File: config.mk
export PLATFORM = sky130hd
export DESIGN_NAME = day_serial_date_converter
export DESIGN_NICKNAME = d
export VERILOG_FILES = /design/src/dsdc_pkg.sv /design/src/dsdc_year_unit.sv /design/src/dsdc_datapath.sv /design/src/dsdc_ctrl.sv /design/src/day_serial_date_converter.sv
export SDC_FILE = /design/constraint.sdc
export NUM_CORES = 1
export LEC_CHECK = 0
export ABC_AREA = 1
export BUFFER_PORTS_ARGS = -buffer_cell sky130_fd_sc_hd__buf_2
export CAP_MARGIN = 20
export CORE_MARGIN = 1
export CORE_UTILIZATION = 45
export CTS_BUF_LIST = sky130_fd_sc_hd__clkbuf_4
export CTS_CLUSTER_SIZE = 30
export DETAILED_ROUTE_END_ITERATION = 10
export HOLD_SLACK_MARGIN = 0.15
export PLACE_DENSITY = 0.61
export SYNTH_ARGS = -nofsm -noshare
export SYNTH_HDL_FRONTEND = slang
export SYNTH_SLANG_ARGS = --single-unit
File: constraint.sdc
create_clock -name clk -period 9.01 [get_ports clk]
set_input_delay 0.4505 -clock clk [delete_from_list [all_inputs] [get_ports clk]]
set_output_delay 0.4505 -clock clk [all_outputs]
set_load 0.02 [all_outputs]
File: src/dsdc_pkg.sv
package dsdc_pkg;

	// Request direction codes
	localparam logic REQ_S2D = 1'b0;
	localparam logic REQ_D2S = 1'b1;

	localparam int DOY_W = 9;
	localparam int MONTHS_PER_YEAR = 12;
	localparam logic [3:0] MONTH_FEB = 4'd2;
	localparam logic [3:0] MONTH_DEC = 4'd12;
	localparam logic [DOY_W-1:0] FEB_LAST_DOY = 9'd58;
	localparam int DAYS_PER_YEAR = 365;

	// floor(n / 100) == (n * RECIP_100) >> RECIP_SHIFT for any n below 8192
	localparam int RECIP_W = 13;
	localparam logic [RECIP_W-1:0] RECIP_100 = 13'd5243;
	localparam int RECIP_SHIFT = 19;

	localparam logic [4:0] MONTH_LEN [MONTHS_PER_YEAR] = '{
		5'd31, 5'd28, 5'd31, 5'd30, 5'd31, 5'd30,
		5'd31, 5'd31, 5'd30, 5'd31, 5'd30, 5'd31
	};

	localparam logic [DOY_W-1:0] MONTH_START [MONTHS_PER_YEAR] = '{
		9'd0, 9'd31, 9'd59, 9'd90, 9'd120, 9'd151,
		9'd181, 9'd212, 9'd243, 9'd273, 9'd304, 9'd334
	};

	typedef struct packed {
		logic        req_type;
		logic [16:0] day_serial;
		logic [11:0] year_in;
		logic [3:0]  month_in;
		logic [4:0]  day_in;
	} req_t;

	typedef struct packed {
		logic [16:0] serial_out;
		logic [11:0] year_out;
		logic [3:0]  month_out;
		logic [4:0]  day_out;
		logic        bad_input;
	} res_t;

	typedef enum logic [3:0] {
		ST_IDLE,
		ST_CHECK,
		ST_PROD,
		ST_STEP,
		ST_YEAR,
		ST_SPLIT,
		ST_MONTH,
		ST_DATE,
		ST_SERIAL,
		ST_BAD
	} state_t;

	typedef struct packed {
		logic load;
		logic search_init;
		logic use_cand;
		logic step;
		logic split;
		logic res_month;
		logic res_serial;
		logic res_bad;
	} cmd_t;

	typedef struct packed {
		logic is_d2s;
		logic serial_bad;
		logic date_bad;
		logic last_bit;
	} sts_t;

endpackage

File: src/dsdc_year_unit.sv
module dsdc_year_unit #(
	parameter int BASE_YEAR = 1900,
	parameter int NUM_YEARS = 300
) (
	input  logic                                          clk,
	input  logic [((NUM_YEARS > 1) ? $clog2(NUM_YEARS) : 1)-1:0] off,
	output logic [$clog2(365*NUM_YEARS + NUM_YEARS/4 + 2)-1:0]    year_start,
	output logic                                          leap
);

	localparam int OFF_W = (NUM_YEARS > 1) ? $clog2(NUM_YEARS) : 1;
	localparam int YS_W  = $clog2(365*NUM_YEARS + NUM_YEARS/4 + 2);
	localparam int YA_W  = $clog2(BASE_YEAR + NUM_YEARS);
	localparam int MUL_W = YA_W + dsdc_pkg::RECIP_W;
	localparam int Q_W   = MUL_W - dsdc_pkg::RECIP_SHIFT;
	localparam int L_FY  = (BASE_YEAR-1)/4 - (BASE_YEAR-1)/100 + (BASE_YEAR-1)/400;

	logic [YA_W-1:0]  yr;
	logic [YA_W-1:0]  yr_m1;
	logic [MUL_W-1:0] prod_a;
	logic [MUL_W-1:0] prod_b;
	logic [Q_W-1:0]   q_a;
	logic [Q_W-1:0]   q_b;
	logic             cent;
	logic [YS_W-1:0]  p365_s1;
	logic [YA_W-1:0]  n_s1;
	logic [Q_W-1:0]   q_s1;
	logic             leap_s1;

	assign yr     = YA_W'(BASE_YEAR) + YA_W'(off);
	assign yr_m1  = yr - YA_W'(1);
	assign prod_a = MUL_W'(yr_m1) * MUL_W'(dsdc_pkg::RECIP_100);
	assign prod_b = MUL_W'(yr) * MUL_W'(dsdc_pkg::RECIP_100);
	assign q_a    = prod_a[MUL_W-1:dsdc_pkg::RECIP_SHIFT];
	assign q_b    = prod_b[MUL_W-1:dsdc_pkg::RECIP_SHIFT];
	// the century count steps exactly at multiples of 100
	assign cent   = (q_b != q_a);

	always_ff @(posedge clk) begin
		p365_s1 <= YS_W'(off) * YS_W'(dsdc_pkg::DAYS_PER_YEAR);
		n_s1    <= yr_m1;
		q_s1    <= q_a;
		leap_s1 <= (yr[1:0] == 2'd0) && (!cent || (q_b[1:0] == 2'd0));
	end

	// days before this year, relative to the first year, leap days included
	assign year_start = p365_s1 + YS_W'(n_s1 >> 2) - YS_W'(q_s1) + YS_W'(q_s1 >> 2)
		- YS_W'(L_FY);
	assign leap = leap_s1;

endmodule

File: src/dsdc_datapath.sv
module dsdc_datapath #(
	parameter int BASE_YEAR = 1900,
	parameter int NUM_YEARS = 300
) (
	input  logic            clk,
	input  logic            arst_n,
	input  dsdc_pkg::req_t  request,
	input  dsdc_pkg::cmd_t  cmd,
	output dsdc_pkg::sts_t  sts,
	output dsdc_pkg::res_t  result
);

	localparam int OFF_W  = (NUM_YEARS > 1) ? $clog2(NUM_YEARS) : 1;
	localparam int BIT_W  = (OFF_W > 1) ? $clog2(OFF_W) : 1;
	localparam int YS_W   = $clog2(365*NUM_YEARS + NUM_YEARS/4 + 2);
	localparam int CMP_W  = (YS_W > 17) ? YS_W : 17;
	localparam int YC_R   = $clog2(BASE_YEAR + NUM_YEARS + 1);
	localparam int YC_W   = (YC_R > 12) ? YC_R : 12;
	localparam int LAST_Y = BASE_YEAR + NUM_YEARS - 1;
	localparam int L_FY   = (BASE_YEAR-1)/4 - (BASE_YEAR-1)/100 + (BASE_YEAR-1)/400;
	localparam int L_END  = LAST_Y/4 - LAST_Y/100 + LAST_Y/400;
	localparam int YS_END = 365*NUM_YEARS + L_END - L_FY;
	localparam int DOY_W  = dsdc_pkg::DOY_W;

	dsdc_pkg::req_t   item_q;
	dsdc_pkg::res_t   res_q;
	logic [OFF_W-1:0] lo_q;
	logic [BIT_W-1:0] bit_q;
	logic [DOY_W-1:0] s_q;
	logic             after_q;

	logic [OFF_W-1:0] cand;
	logic             cand_ok;
	logic [YC_W-1:0]  year_ext;
	logic [OFF_W-1:0] yoff;
	logic [OFF_W-1:0] unit_off;
	logic [YS_W-1:0]  ys;
	logic             leap;
	logic [CMP_W-1:0] diff;
	logic [DOY_W-1:0] s_raw;
	logic [3:0]       m;
	logic [4:0]       day_v;
	logic [YC_W-1:0]  year_v;
	logic [3:0]       mi;
	logic [4:0]       dmax;
	logic [DOY_W-1:0] doy;
	logic [CMP_W-1:0] serial_v;
	logic             day_ok;

	dsdc_year_unit #(
		.BASE_YEAR  (BASE_YEAR),
		.NUM_YEARS  (NUM_YEARS)
	) u_year (
		.clk        (clk),
		.off        (unit_off),
		.year_start (ys),
		.leap       (leap)
	);

	assign cand     = lo_q | (OFF_W'(1) << bit_q);
	assign cand_ok  = (cand <= OFF_W'(NUM_YEARS - 1));
	assign year_ext = YC_W'(item_q.year_in);
	assign yoff     = OFF_W'(year_ext - YC_W'(BASE_YEAR));

	always_comb begin
		if (cmd.use_cand) begin
			unit_off = cand;
		end else if (item_q.req_type == dsdc_pkg::REQ_D2S) begin
			unit_off = yoff;
		end else begin
			unit_off = lo_q;
		end
	end

	assign sts.is_d2s     = (item_q.req_type == dsdc_pkg::REQ_D2S);
	assign sts.serial_bad = (CMP_W'(item_q.day_serial) >= CMP_W'(YS_END));
	assign sts.date_bad   = (year_ext < YC_W'(BASE_YEAR))
		|| (year_ext >= YC_W'(BASE_YEAR + NUM_YEARS))
		|| (item_q.month_in == 4'd0) || (item_q.month_in > dsdc_pkg::MONTH_DEC);
	assign sts.last_bit   = (bit_q == '0);

	assign diff  = CMP_W'(item_q.day_serial) - CMP_W'(ys);
	assign s_raw = diff[DOY_W-1:0];

	always_comb begin
		m = 4'd0;
		for (int k = 1; k < dsdc_pkg::MONTHS_PER_YEAR; k++) begin
			if (s_q >= dsdc_pkg::MONTH_START[k]) m = m + 4'd1;
		end
	end

	assign day_v  = 5'(s_q - dsdc_pkg::MONTH_START[m]) + 5'd1
		+ 5'((m == 4'd1) && after_q);
	assign year_v = YC_W'(BASE_YEAR) + YC_W'(lo_q);

	assign mi       = item_q.month_in - 4'd1;
	assign dmax     = dsdc_pkg::MONTH_LEN[mi]
		+ 5'((item_q.month_in == dsdc_pkg::MONTH_FEB) && leap);
	assign day_ok   = (item_q.day_in != 5'd0) && (item_q.day_in <= dmax);
	assign doy      = dsdc_pkg::MONTH_START[mi]
		+ DOY_W'((item_q.month_in > dsdc_pkg::MONTH_FEB) && leap)
		+ DOY_W'(item_q.day_in) - DOY_W'(1);
	assign serial_v = CMP_W'(ys) + CMP_W'(doy);

	always_ff @(posedge clk) begin
		if (cmd.load) begin
			item_q <= request;
		end
		if (cmd.search_init) begin
			lo_q  <= '0;
			bit_q <= BIT_W'(OFF_W - 1);
		end else if (cmd.step) begin
			if (cand_ok && (CMP_W'(ys) <= CMP_W'(item_q.day_serial))) lo_q <= cand;
			bit_q <= bit_q - BIT_W'(1);
		end
		if (cmd.split) begin
			// drop leap day from the day-of-year, remember it for February
			if (leap && (s_raw > dsdc_pkg::FEB_LAST_DOY)) begin
				s_q     <= s_raw - DOY_W'(1);
				after_q <= 1'b1;
			end else begin
				s_q     <= s_raw;
				after_q <= 1'b0;
			end
		end
		if (cmd.res_month) begin
			res_q.serial_out <= '0;
			res_q.year_out   <= year_v[11:0];
			res_q.month_out  <= m + 4'd1;
			res_q.day_out    <= day_v;
			res_q.bad_input  <= 1'b0;
		end else if (cmd.res_serial) begin
			res_q.serial_out <= day_ok ? serial_v[16:0] : 17'd0;
			res_q.year_out   <= '0;
			res_q.month_out  <= '0;
			res_q.day_out    <= '0;
			res_q.bad_input  <= !day_ok;
		end else if (cmd.res_bad) begin
			res_q <= '{serial_out: '0, year_out: '0, month_out: '0, day_out: '0,
				bad_input: 1'b1};
		end
	end

	assign result = res_q;

	a_lo_grows: assert property (@(posedge clk) disable iff (!arst_n)
		cmd.step |=> (lo_q >= $past(lo_q)))
		else $error("year search moved backward");

	a_month_range: assert property (@(posedge clk) disable iff (!arst_n)
		cmd.res_month |=> ((res_q.month_out >= 4'd1) && (res_q.month_out <= dsdc_pkg::MONTH_DEC)
			&& (res_q.day_out != 5'd0)))
		else $error("serial to date produced an impossible month or day");

	a_bad_clears: assert property (@(posedge clk) disable iff (!arst_n)
		cmd.res_bad |=> (res_q.bad_input && (res_q.serial_out == 17'd0)
			&& (res_q.year_out == 12'd0)))
		else $error("bad item result carries data");

endmodule

File: src/dsdc_ctrl.sv
module dsdc_ctrl (
	input  logic           clk,
	input  logic           arst_n,
	input  logic           start,
	input  dsdc_pkg::sts_t sts,
	output dsdc_pkg::cmd_t cmd,
	output logic           busy,
	output logic           done
);

	dsdc_pkg::state_t state_q;
	dsdc_pkg::state_t state_nxt;
	logic             done_q;

	always_comb begin
		state_nxt = state_q;
		case (state_q)
			dsdc_pkg::ST_IDLE: begin
				if (start) state_nxt = dsdc_pkg::ST_CHECK;
			end
			dsdc_pkg::ST_CHECK: begin
				if (sts.is_d2s) begin
					state_nxt = sts.date_bad ? dsdc_pkg::ST_BAD : dsdc_pkg::ST_DATE;
				end else begin
					state_nxt = sts.serial_bad ? dsdc_pkg::ST_BAD : dsdc_pkg::ST_PROD;
				end
			end
			dsdc_pkg::ST_PROD:   state_nxt = dsdc_pkg::ST_STEP;
			dsdc_pkg::ST_STEP: begin
				state_nxt = sts.last_bit ? dsdc_pkg::ST_YEAR : dsdc_pkg::ST_PROD;
			end
			dsdc_pkg::ST_YEAR:   state_nxt = dsdc_pkg::ST_SPLIT;
			dsdc_pkg::ST_SPLIT:  state_nxt = dsdc_pkg::ST_MONTH;
			dsdc_pkg::ST_MONTH:  state_nxt = dsdc_pkg::ST_IDLE;
			dsdc_pkg::ST_DATE:   state_nxt = dsdc_pkg::ST_SERIAL;
			dsdc_pkg::ST_SERIAL: state_nxt = dsdc_pkg::ST_IDLE;
			dsdc_pkg::ST_BAD:    state_nxt = dsdc_pkg::ST_IDLE;
			default:             state_nxt = dsdc_pkg::ST_IDLE;
		endcase
	end

	always_comb begin
		cmd  = '0;
		busy = 1'b1;
		case (state_q)
			dsdc_pkg::ST_IDLE: begin
				busy     = 1'b0;
				cmd.load = start;
			end
			dsdc_pkg::ST_CHECK: begin
				cmd.search_init = 1'b1;
			end
			dsdc_pkg::ST_PROD: begin
				cmd.use_cand = 1'b1;
			end
			dsdc_pkg::ST_STEP: begin
				cmd.use_cand = 1'b1;
				cmd.step     = 1'b1;
			end
			dsdc_pkg::ST_YEAR:   cmd.use_cand = 1'b0;
			dsdc_pkg::ST_SPLIT:  cmd.split = 1'b1;
			dsdc_pkg::ST_MONTH:  cmd.res_month = 1'b1;
			dsdc_pkg::ST_DATE:   cmd.use_cand = 1'b0;
			dsdc_pkg::ST_SERIAL: cmd.res_serial = 1'b1;
			dsdc_pkg::ST_BAD:    cmd.res_bad = 1'b1;
			default:             busy = 1'b1;
		endcase
	end

	always_ff @(posedge clk or negedge arst_n) begin
		if (!arst_n) begin
			state_q <= dsdc_pkg::ST_IDLE;
			done_q  <= 1'b0;
		end else begin
			state_q <= state_nxt;
			done_q  <= cmd.res_month || cmd.res_serial || cmd.res_bad;
		end
	end

	assign done = done_q;

	a_done_idle: assert property (@(posedge clk) disable iff (!arst_n)
		done |-> !busy)
		else $error("result strobe while still busy");

	a_accept_busy: assert property (@(posedge clk) disable iff (!arst_n)
		(start && !busy) |=> (busy && !done))
		else $error("accepted item did not make the block busy");

	a_done_single: assert property (@(posedge clk) disable iff (!arst_n)
		done |=> !done)
		else $error("result strobe longer than one cycle");

endmodule

File: src/day_serial_date_converter.sv
// Day serial <-> Gregorian date converter.
// Request channel: drive request and raise start; the item is taken at the
// rising edge where start is high and busy is low. req_type chooses the
// direction: serial to date, or date to serial.
// Result channel: done is high for exactly one cycle while result holds the
// answer; the receiver must take it then, it cannot stall the block.
// Controller states after the accepting edge, per kind of item:
//   date to serial       : check, date, serial (also for a bad day)
//   invalid serial/date  : check, bad (serial, year or month out of range)
//   serial to date       : check, B search steps, year, split, month
// A serial-to-date item runs a binary search for the year in B steps,
// B = ceil(log2(NUM_YEARS)), each through the shared year-start unit
// (a registered multiply stage, then the add and compare), followed by
// one more pass for the chosen year, the day split and the month lookup.
// One item is in flight at a time; busy drops in the done cycle, so the
// next item can be accepted while the result is on the ports.
// Reset (arst_n low) returns the controller to idle and clears done; there
// is no clearing pass and no stored state beyond the item in flight.
module day_serial_date_converter #(
	parameter int BASE_YEAR = 1900,
	parameter int NUM_YEARS = 300
) (
	input  logic           clk,
	input  logic           arst_n,
	input  logic           start,
	input  dsdc_pkg::req_t request,
	output logic           busy,
	output logic           done,
	output dsdc_pkg::res_t result
);

	// command and status between sequencer and datapath
	dsdc_pkg::cmd_t cmd;
	dsdc_pkg::sts_t sts;

	// sequencer: accept, check, search the year, split, finish
	dsdc_ctrl u_ctrl (
		.clk    (clk),
		.arst_n (arst_n),
		.start  (start),
		.sts    (sts),
		.cmd    (cmd),
		.busy   (busy),
		.done   (done)
	);

	// datapath: hold the item, run the year-start unit, build the result
	dsdc_datapath #(
		.BASE_YEAR (BASE_YEAR),
		.NUM_YEARS (NUM_YEARS)
	) u_dp (
		.clk     (clk),
		.arst_n  (arst_n),
		.request (request),
		.cmd     (cmd),
		.sts     (sts),
		.result  (result)
	);

endmodule

== Word-level counts from Yosys, hierarchy flattened ==
Memory sizes are Yosys's and may differ from the RTL's.
Cells that the tools add are included.

* Bits in read-only memories: 368
* Register bits after elaboration: 142
* Input port bits: 42
* Word-level logic and storage cells: 161
* Memories kept: 3
* Output and inout port bits: 41

{| class="wikitable"
|+ Memories
! name !! depth !! bits a word !! rd ports !! clocked after memory_dff !! write ports !! RTL line !! source
|-
| (name not given) || 16 || 9 || 1 || 0 || 0 || dsdc_datapath.sv:92 || <nowiki>assign day_v = 5'(s_q - dsdc_pkg::MONTH_START[m]) + 5'd1</nowiki>
|-
| (name not given) || 16 || 9 || 1 || 0 || 0 || dsdc_datapath.sv:100 || <nowiki>assign doy = dsdc_pkg::MONTH_START[mi]</nowiki>
|-
| (name not given) || 16 || 5 || 1 || 0 || 0 || dsdc_datapath.sv:97 || <nowiki>assign dmax = dsdc_pkg::MONTH_LEN[mi]</nowiki>
|}

* Mux-type cells: 40
* Bitwise operators: 3
* $mul: 3
* Add/subtract/negate cells: 31
* Eq/ne operators: 13
* Order comparisons: 22
* Reductions and logical operators: 25
* Shift-type cells: 1

{| class="wikitable"
|+ Operators by type and width
! kind !! number
|-
| 39-bit 2-to-1 mux || 2
|-
| 4-bit 2-to-1 mux || 14
|-
| 12-bit by 13-bit multiplier with 25-bit output (second input constant) || 2
|-
| 9-bit 2-to-1 mux || 5
|-
| 4-bit by 1-bit adder with 4-bit output (second input constant) || 10
|-
| 9-bit by 8-bit greater-or-equal comparator with 1-bit output (second input constant) || 4
|-
| 4-bit one-hot mux with 7 select lines || 1
|-
| 9-bit greater-or-equal comparator (second input constant) || 3
|-
| 11-bit by 9-bit adder with 12-bit output (first input constant) || 2
|-
| 22-bit 2-to-1 mux || 1
|-
| 5-bit 2-to-1 mux || 4
|-
| 9-bit by 7-bit greater-or-equal comparator with 1-bit output (second input constant) || 2
|-
| 9-bit by 1-bit subtractor with 9-bit output (second input constant) || 2
|-
| 17-bit by 10-bit adder with 17-bit output || 1
|-
| 17-bit by 4-bit adder with 17-bit output || 1
|-
| 17-bit by 9-bit adder with 17-bit output || 1
|-
| 17-bit greater-or-equal comparator (second input constant) || 1
|-
| 17-bit <= comparator || 1
|-
| 9-bit by 9-bit multiplier with 17-bit output (second input constant) || 1
|-
| 17-bit 2-to-1 mux || 1
|-
| 17-bit by 6-bit subtractor with 17-bit output || 1
|-
| 17-bit by 9-bit subtractor with 17-bit output (second input constant) || 1
|-
| 4-bit by 3-bit equality test with 1-bit output (second input constant) || 4
|-
| 4-bit by 2-bit equality test with 1-bit output (second input constant) || 3
|-
| other kinds (39) || 70
|}

== Depth between registers and ports, before layout ==
* Depth in word-level cells: 30
* Depth in mapped cells: 54

== Modules after synthesis ==
Synthesis repeated with hierarchy kept, for this count alone.

* Cells, all modules: 2284
* Area, all modules: 17981.0 um^2

{| class="wikitable"
|+ Modules (own cells, without submodules)
! module !! area an instance (um^2) !! instances !! cells each
|-
| dsdc_year_unit || 9957.0 || 1 || 1261
|-
| dsdc_datapath || 7658.6 || 1 || 969
|-
| dsdc_ctrl || 365.4 || 1 || 54
|}

== Least setup slack after synthesis ==
No wires, ideal clock.

* Path kind: register to register
* Start: reg u_ctrl.state_q[3]
* End: reg u_dp.u_year.leap_s1 (netlist: u_dp.u_year.leap)
* Slack: 1.422 ns
* Arrival time: 7.519 ns
* Cell stages (with the launch flop): 49
* Library setup time: 0.070 ns
* Path buffers: 1
* Clock period less this slack: 7.588 ns
* Cell sequence: dfrtp_1 -> nor2_4 -> inv_2 -> nor2_8 -> inv_4 -> buf_6 -> o21ai_4 -> clkinv_2 -> ha_1 -> or2_1 -> nand2_1 -> or2_1 -> nand2_1 -> nor2_1 -> nor2_4 -> ha_1 -> nand2_1 -> nand3_4 -> [... 13 more ...] -> fa_1 -> inv_1 -> ha_1 -> nand2_1 -> nor3_1 -> nand4_1 -> nand3_1 -> nand2_1 -> nand2_1 -> nand2_1 -> nand2_1 -> nand2_1 -> nand2_1 -> xor2_1 -> nor2_1 -> nor4_1 -> nand3_1 -> a21oi_1

* Longest elaborated chain between the ends: 11

{| class="wikitable"
|+ Ends and longest elaborated chain
! item !! RTL line !! source
|-
| start: declaration || dsdc_ctrl.sv:11 || <nowiki>dsdc_pkg::state_t state_q;</nowiki>
|-
| start signal: assignment || dsdc_ctrl.sv:72 || <nowiki>state_q <= dsdc_pkg::ST_IDLE;</nowiki>
|-
| start signal: assignment || dsdc_ctrl.sv:75 || <nowiki>state_q <= state_nxt;</nowiki>
|-
| 4-bit by 2-bit equality test with 1-bit output || dsdc_ctrl.sv:45 || <nowiki>case (state_q)</nowiki>
|-
| 2-bit OR reduction (no line) (*) || - ||
|-
| 1-bit 2-to-1 mux (*) || dsdc_ctrl.sv:45 ||
|-
| 9-bit 2-to-1 mux (*) || dsdc_datapath.sv:66 || <nowiki>if (cmd.use_cand) begin</nowiki>
|-
| 11-bit by 9-bit adder with 12-bit output (*) || dsdc_year_unit.sv:30 || <nowiki>assign yr = YA_W'(BASE_YEAR) + YA_W'(off);</nowiki>
|-
| 12-bit by 1-bit subtractor with 12-bit output || dsdc_year_unit.sv:31 || <nowiki>assign yr_m1 = yr - YA_W'(1);</nowiki>
|-
| 12-bit by 13-bit multiplier with 25-bit output || dsdc_year_unit.sv:32 || <nowiki>assign prod_a = MUL_W'(yr_m1) * MUL_W'(dsdc_pkg::RECIP_100);</nowiki>
|-
| 6-bit inequality test || dsdc_year_unit.sv:37 || <nowiki>assign cent = (q_b != q_a);</nowiki>
|-
| 1-bit zero test || dsdc_year_unit.sv:43 || <nowiki>leap_s1 <= (yr[1:0] == 2'd0) && (!cent || (q_b[1:0] == 2'd0));</nowiki>
|-
| 1-bit logical OR || dsdc_year_unit.sv:43 ||
|-
| 1-bit logical AND (*) || dsdc_year_unit.sv:43 ||
|-
| end signal: assignment || dsdc_year_unit.sv:43 ||
|-
| end: declaration || dsdc_year_unit.sv:28 || <nowiki>logic leap_s1;</nowiki>
|}

Every way passes the cells marked *; elsewhere a longest branch is shown, timed or not.
A chain may end at the register's enable or synchronous reset.

== Worst setup path in the final report ==
* Start: reg u_dp.bit_q[0]
* End: reg u_dp.u_year.leap_s1 (netlist: u_dp.u_year.leap)

* Longest elaborated chain between the ends: 10

{| class="wikitable"
|+ Ends and longest elaborated chain
! item !! RTL line !! source
|-
| start: declaration || dsdc_datapath.sv:28 || <nowiki>logic [BIT_W-1:0] bit_q;</nowiki>
|-
| start signal: assignment || dsdc_datapath.sv:111 || <nowiki>bit_q <= BIT_W'(OFF_W - 1);</nowiki>
|-
| start signal: assignment || dsdc_datapath.sv:114 || <nowiki>bit_q <= bit_q - BIT_W'(1);</nowiki>
|-
| 1-bit by 4-bit left shift with 9-bit output || dsdc_datapath.sv:60 || <nowiki>assign cand = lo_q | (OFF_W'(1) << bit_q);</nowiki>
|-
| 9-bit OR || dsdc_datapath.sv:60 ||
|-
| 9-bit 2-to-1 mux || dsdc_datapath.sv:66 ||
|-
| 11-bit by 9-bit adder with 12-bit output || dsdc_year_unit.sv:30 ||
|-
| 12-bit by 1-bit subtractor with 12-bit output || dsdc_year_unit.sv:31 ||
|-
| net u_dp.u_year.yr_m1[11] || dsdc_year_unit.sv:19 || <nowiki>logic [YA_W-1:0] yr_m1;</nowiki>
|-
| 12-bit by 13-bit multiplier with 25-bit output || dsdc_year_unit.sv:32 ||
|-
| 6-bit inequality test || dsdc_year_unit.sv:37 ||
|-
| 1-bit zero test || dsdc_year_unit.sv:43 ||
|-
| 1-bit logical OR || dsdc_year_unit.sv:43 ||
|-
| 1-bit logical AND || dsdc_year_unit.sv:43 ||
|}

The timed path passes the listed nets, and every way through them passes these cells.

==> impl_results.md <==
- Status: complete, no violations
- Initial Util: 45.7%
- Peak Freq: roughly 120 MHz
- Clock Skews: around 33 ps
- Cts bufs inserted: 17
- Worst path depth: 48
- Die Height: between 150 and 200 um
- CP Launch Type: flip-flop
- Worst-path clk slew: between 100 and 150 ps
- R2R Setup Slk: roughly 680 ps
- CP required: 9540 ps
- Max incr delay on CP: about 540 ps
- Ports: 83
- Die Area: just under 40000 um2
- WL/cell: 14.5 um
- Seq/Total Area, Yosys: 20.5%
- DRC Markers: 0
- Maximum clock path buffer count: 2
- Maximum fanout along the worst path: 9
- Number of global-route vias before repair: between 10000 and 15000
- Area of the core: 37700 um2
- CP dominant cell by count: nand2_1
- Reg2reg start: u_dp.bit_q[0]$_SDFFE_PP0P_
- Worst path buffer plus inverter count: 9
- Critical path arrival: about 8900 ps
- Slowest-stage cell, CP: fa_1
- Worst Setup EP: u_dp.u_year.leap$_DFF_P_
- Max_slew headroom: between 30% and 40%
- Flops & latches, synth: 140
- Worst R2R Path Depth: 48
- Core Rows: between 70 and 80
- Initial DRC count: about 630
- Overflow after GRT: 0
- Synth Flop Type: edfxtp_1
- WL final: between 30000 and 40000 um
- Overall Global Routing Usage: 21.6%
- Port buffer count: between 80 and 90
- Vias per cell: roughly 5
- Fillers: ~3700
- Die width: 198 um
- Gp weighted congestion: 0.885
- Post-DP HPWL: about 34000 um
- Synth async-reset ratio: under 10%
- Largest net degree at the start of global routing: 35
- Synthesized cell area: ~17000 um2
- Yosys warns: 0
- H-Tree Depth: 4
- Post-synthesis area per instance: 8.25 um2
- FF-to-FF End: u_dp.u_year.leap$_DFF_P_
- Crit-path leading delay family: adder cells
- Final period util: 92.5%
- Via Count: roughly 14000
- Final core utilization: 50.4%
- Final #Nets: ~2700
- Setup crit start: u_dp.bit_q[0]$_SDFFE_PP0P_
- Slew at the pin closest to its max-slew limit: 1030 ps
- DRT Pass-1 Iters: 5
- Clk sinks: between 100 and 150
- Hold Fails Final Rpt: 0
- Gate Count Post-Synth: between 2000 and 2500
- Mapped Nets: roughly 2600
- Worst-Skew Late Latency: 610 ps
- Yosys cell types: between 60 and 70
- Fin. max-slew vios: 0
- First-pass GRT wire length: 66500 um
- Final Setup Violations: 0
- Hold WC Path Type: in -> async
- TritonCTS clock tree: built
- Syn-to-layout area delta: 10.3%
- Root buffer cell: clkbuf_4
- Layout cells sized above 1: between 8 and 9%
- Initial antenna violation count: 1
- Post-synth EDFFs: 70
- Final min period: about 8300 ps
- Routed Antenna Nets: 0
- CP Class: reg -> reg
- Critical Path End Type: flip-flop
- Max Cap Violations: 0
==> flip-flops by register name (all words and copies together), names as in the netlist, 4 cells and up <==
signal and cells:
u_dp.result 39, u_dp.item_q 26, u_dp.u_year.q_s1 6, u_dp.bit_q 4, u_dp.lo_q 9, u_dp.u_year.p365_s1 17
u_ctrl.state_q 4, u_dp.u_year.n_s1 10, u_dp.year_ext 12, u_dp.s_q 9
==> kinds of logic (layout without fill, tap and decap cells) <==
logic type	count (synthesis)	count (layout)	synth area share [%]
and+or+nand+nor	588	588	15.1
other	0	1	0
buffers and inverters	533	689	11.7
AOI/OAI and AO/OA	288	288	9.78
DFF	140	140	20.5
adders and majority gates	460	460	39.0
muxes	1	1	0.0581
xor gates and xnor gates	76	76	3.91
==> area by class of cell <==
| class | count | area (um2) | share of cell area [%] |
|---|---|---|---|
| clock inverter | 14 | 118 | 0.619 |
| multi-input combinational | 1413 | 11700 | 61.5 |
| antenna | 1 | 2.50 | 0.0132 |
| sequential | 140 | 3530 | 18.6 |
| timing repair buffer | 135 | 921 | 4.85 |
| clock buffer | 18 | 135 | 0.711 |
| inverter | 522 | 1970 | 10.3 |
| tap | 511 | 639 | 3.37 |
==> per-layer routing <==
layer,up-vias,global-route usage [%],routed length [um]
li1,6976,-,-
met1,6321,27.1,18000
met2,209,39.7,20200
met3,37,1.98,1160
met4,0,4.77,552
met5,-,0,0
==> metrics by stage <==
step	TNS [ps]	setup slack, ps	hold slack (ps)	cells	cell area [um2]
after floorplan	0	1420	155	2086	17200
after detailed placement	0	441	279	2676	18300
after global placement	0	774	280	2675	18300
after global routing	-11.9	-11.9	174	2754	19000
after CTS	0	389	173	2748	19000
final	0	678	181	2754	19000
==> worst min-delay path by stage <==
stage,to,depth (start not counted)
2_1_floorplan,u_ctrl.done$_DFF_PN0_,0
3_3_place_gp,u_ctrl.done$_DFF_PN0_,1
3_5_place_dp,u_ctrl.done$_DFF_PN0_,1
4_1_cts,u_ctrl.state_q[3]$_DFFE_PN0P_,2
5_1_grt,u_ctrl.state_q[3]$_DFFE_PN0P_,2
6_report,u_ctrl.state_q[3]$_DFFE_PN0P_,2
==> cell usage in the layout (no fill, tap or decap), types with 4 or more instances in the layout <==
cell type / count
a211oi_1: 9
a21o_1: 5
a21oi_1: 117
a31oi_1: 7
a32o_1: 6
and2_1: 4
buf_2: 82
buf_4: 12
clkbuf_4: 18
dfrtp_1: 5
dfxtp_1: 65
dlygate4sd3_1: 40
edfxtp_1: 70
fa_1: 127
ha_1: 333
inv_1: 502
inv_2: 16
inv_4: 5
nand2_1: 307
nand2_2: 10
nand3_1: 80
nand3_2: 4
nand4_1: 20
nor2_1: 111
nor2_4: 6
nor3_1: 14
nor4_1: 5
o211ai_1: 9
o21ai_0: 84
o21ai_1: 10
o21bai_1: 7
o221ai_1: 4
or2_1: 4
or2_2: 10
xnor2_1: 17
xor2_1: 58
==> worst register-to-register path, delay by kind of cell (launching register included) <==
kind	cells	cell delay (ps)
adders and majority gates	9	2950
and+or+nand+nor	23	2790
AOI/OAI and AO/OA	5	1000
buffers and inverters	9	710
xor gates and xnor gates	2	420
DFF	1	420
==> synth_stat cells (9+ instances only) <==
library cell / count / area, um2
nand2_2: 10 / 62.6
xnor2_1: 17 / 149
inv_2: 15 / 56.3
o211ai_1: 9 / 67.6
nand3_1: 80 / 400
edfxtp_1: 70 / 2100
or2_2: 10 / 62.6
clkbuf_1: 9 / 33.8
o21ai_1: 10 / 50.1
inv_1: 502 / 1880
fa_1: 127 / 2540
ha_1: 333 / 4170
nor3_1: 14 / 70.1
a211oi_1: 9 / 67.6
xor2_1: 58 / 508
dfxtp_1: 65 / 1300
o21ai_0: 85 / 425
nor2_1: 112 / 420
a21oi_1: 117 / 586
nand2_1: 307 / 1150
nand4_1: 20 / 125
==> what timing repair did <==
action / 4_1_cts / 5_1_grt
endpoints found under the setup margin: 0 / 1
buffers inserted: 0 / 5
endpoints found under the hold margin: 44 / 0
resized for setup: 0 / 3
hold buffers: 40 / 0
Power is not shown: default switching activity piles up to over one toggle a cycle in this logic, so the estimate is an artifact.
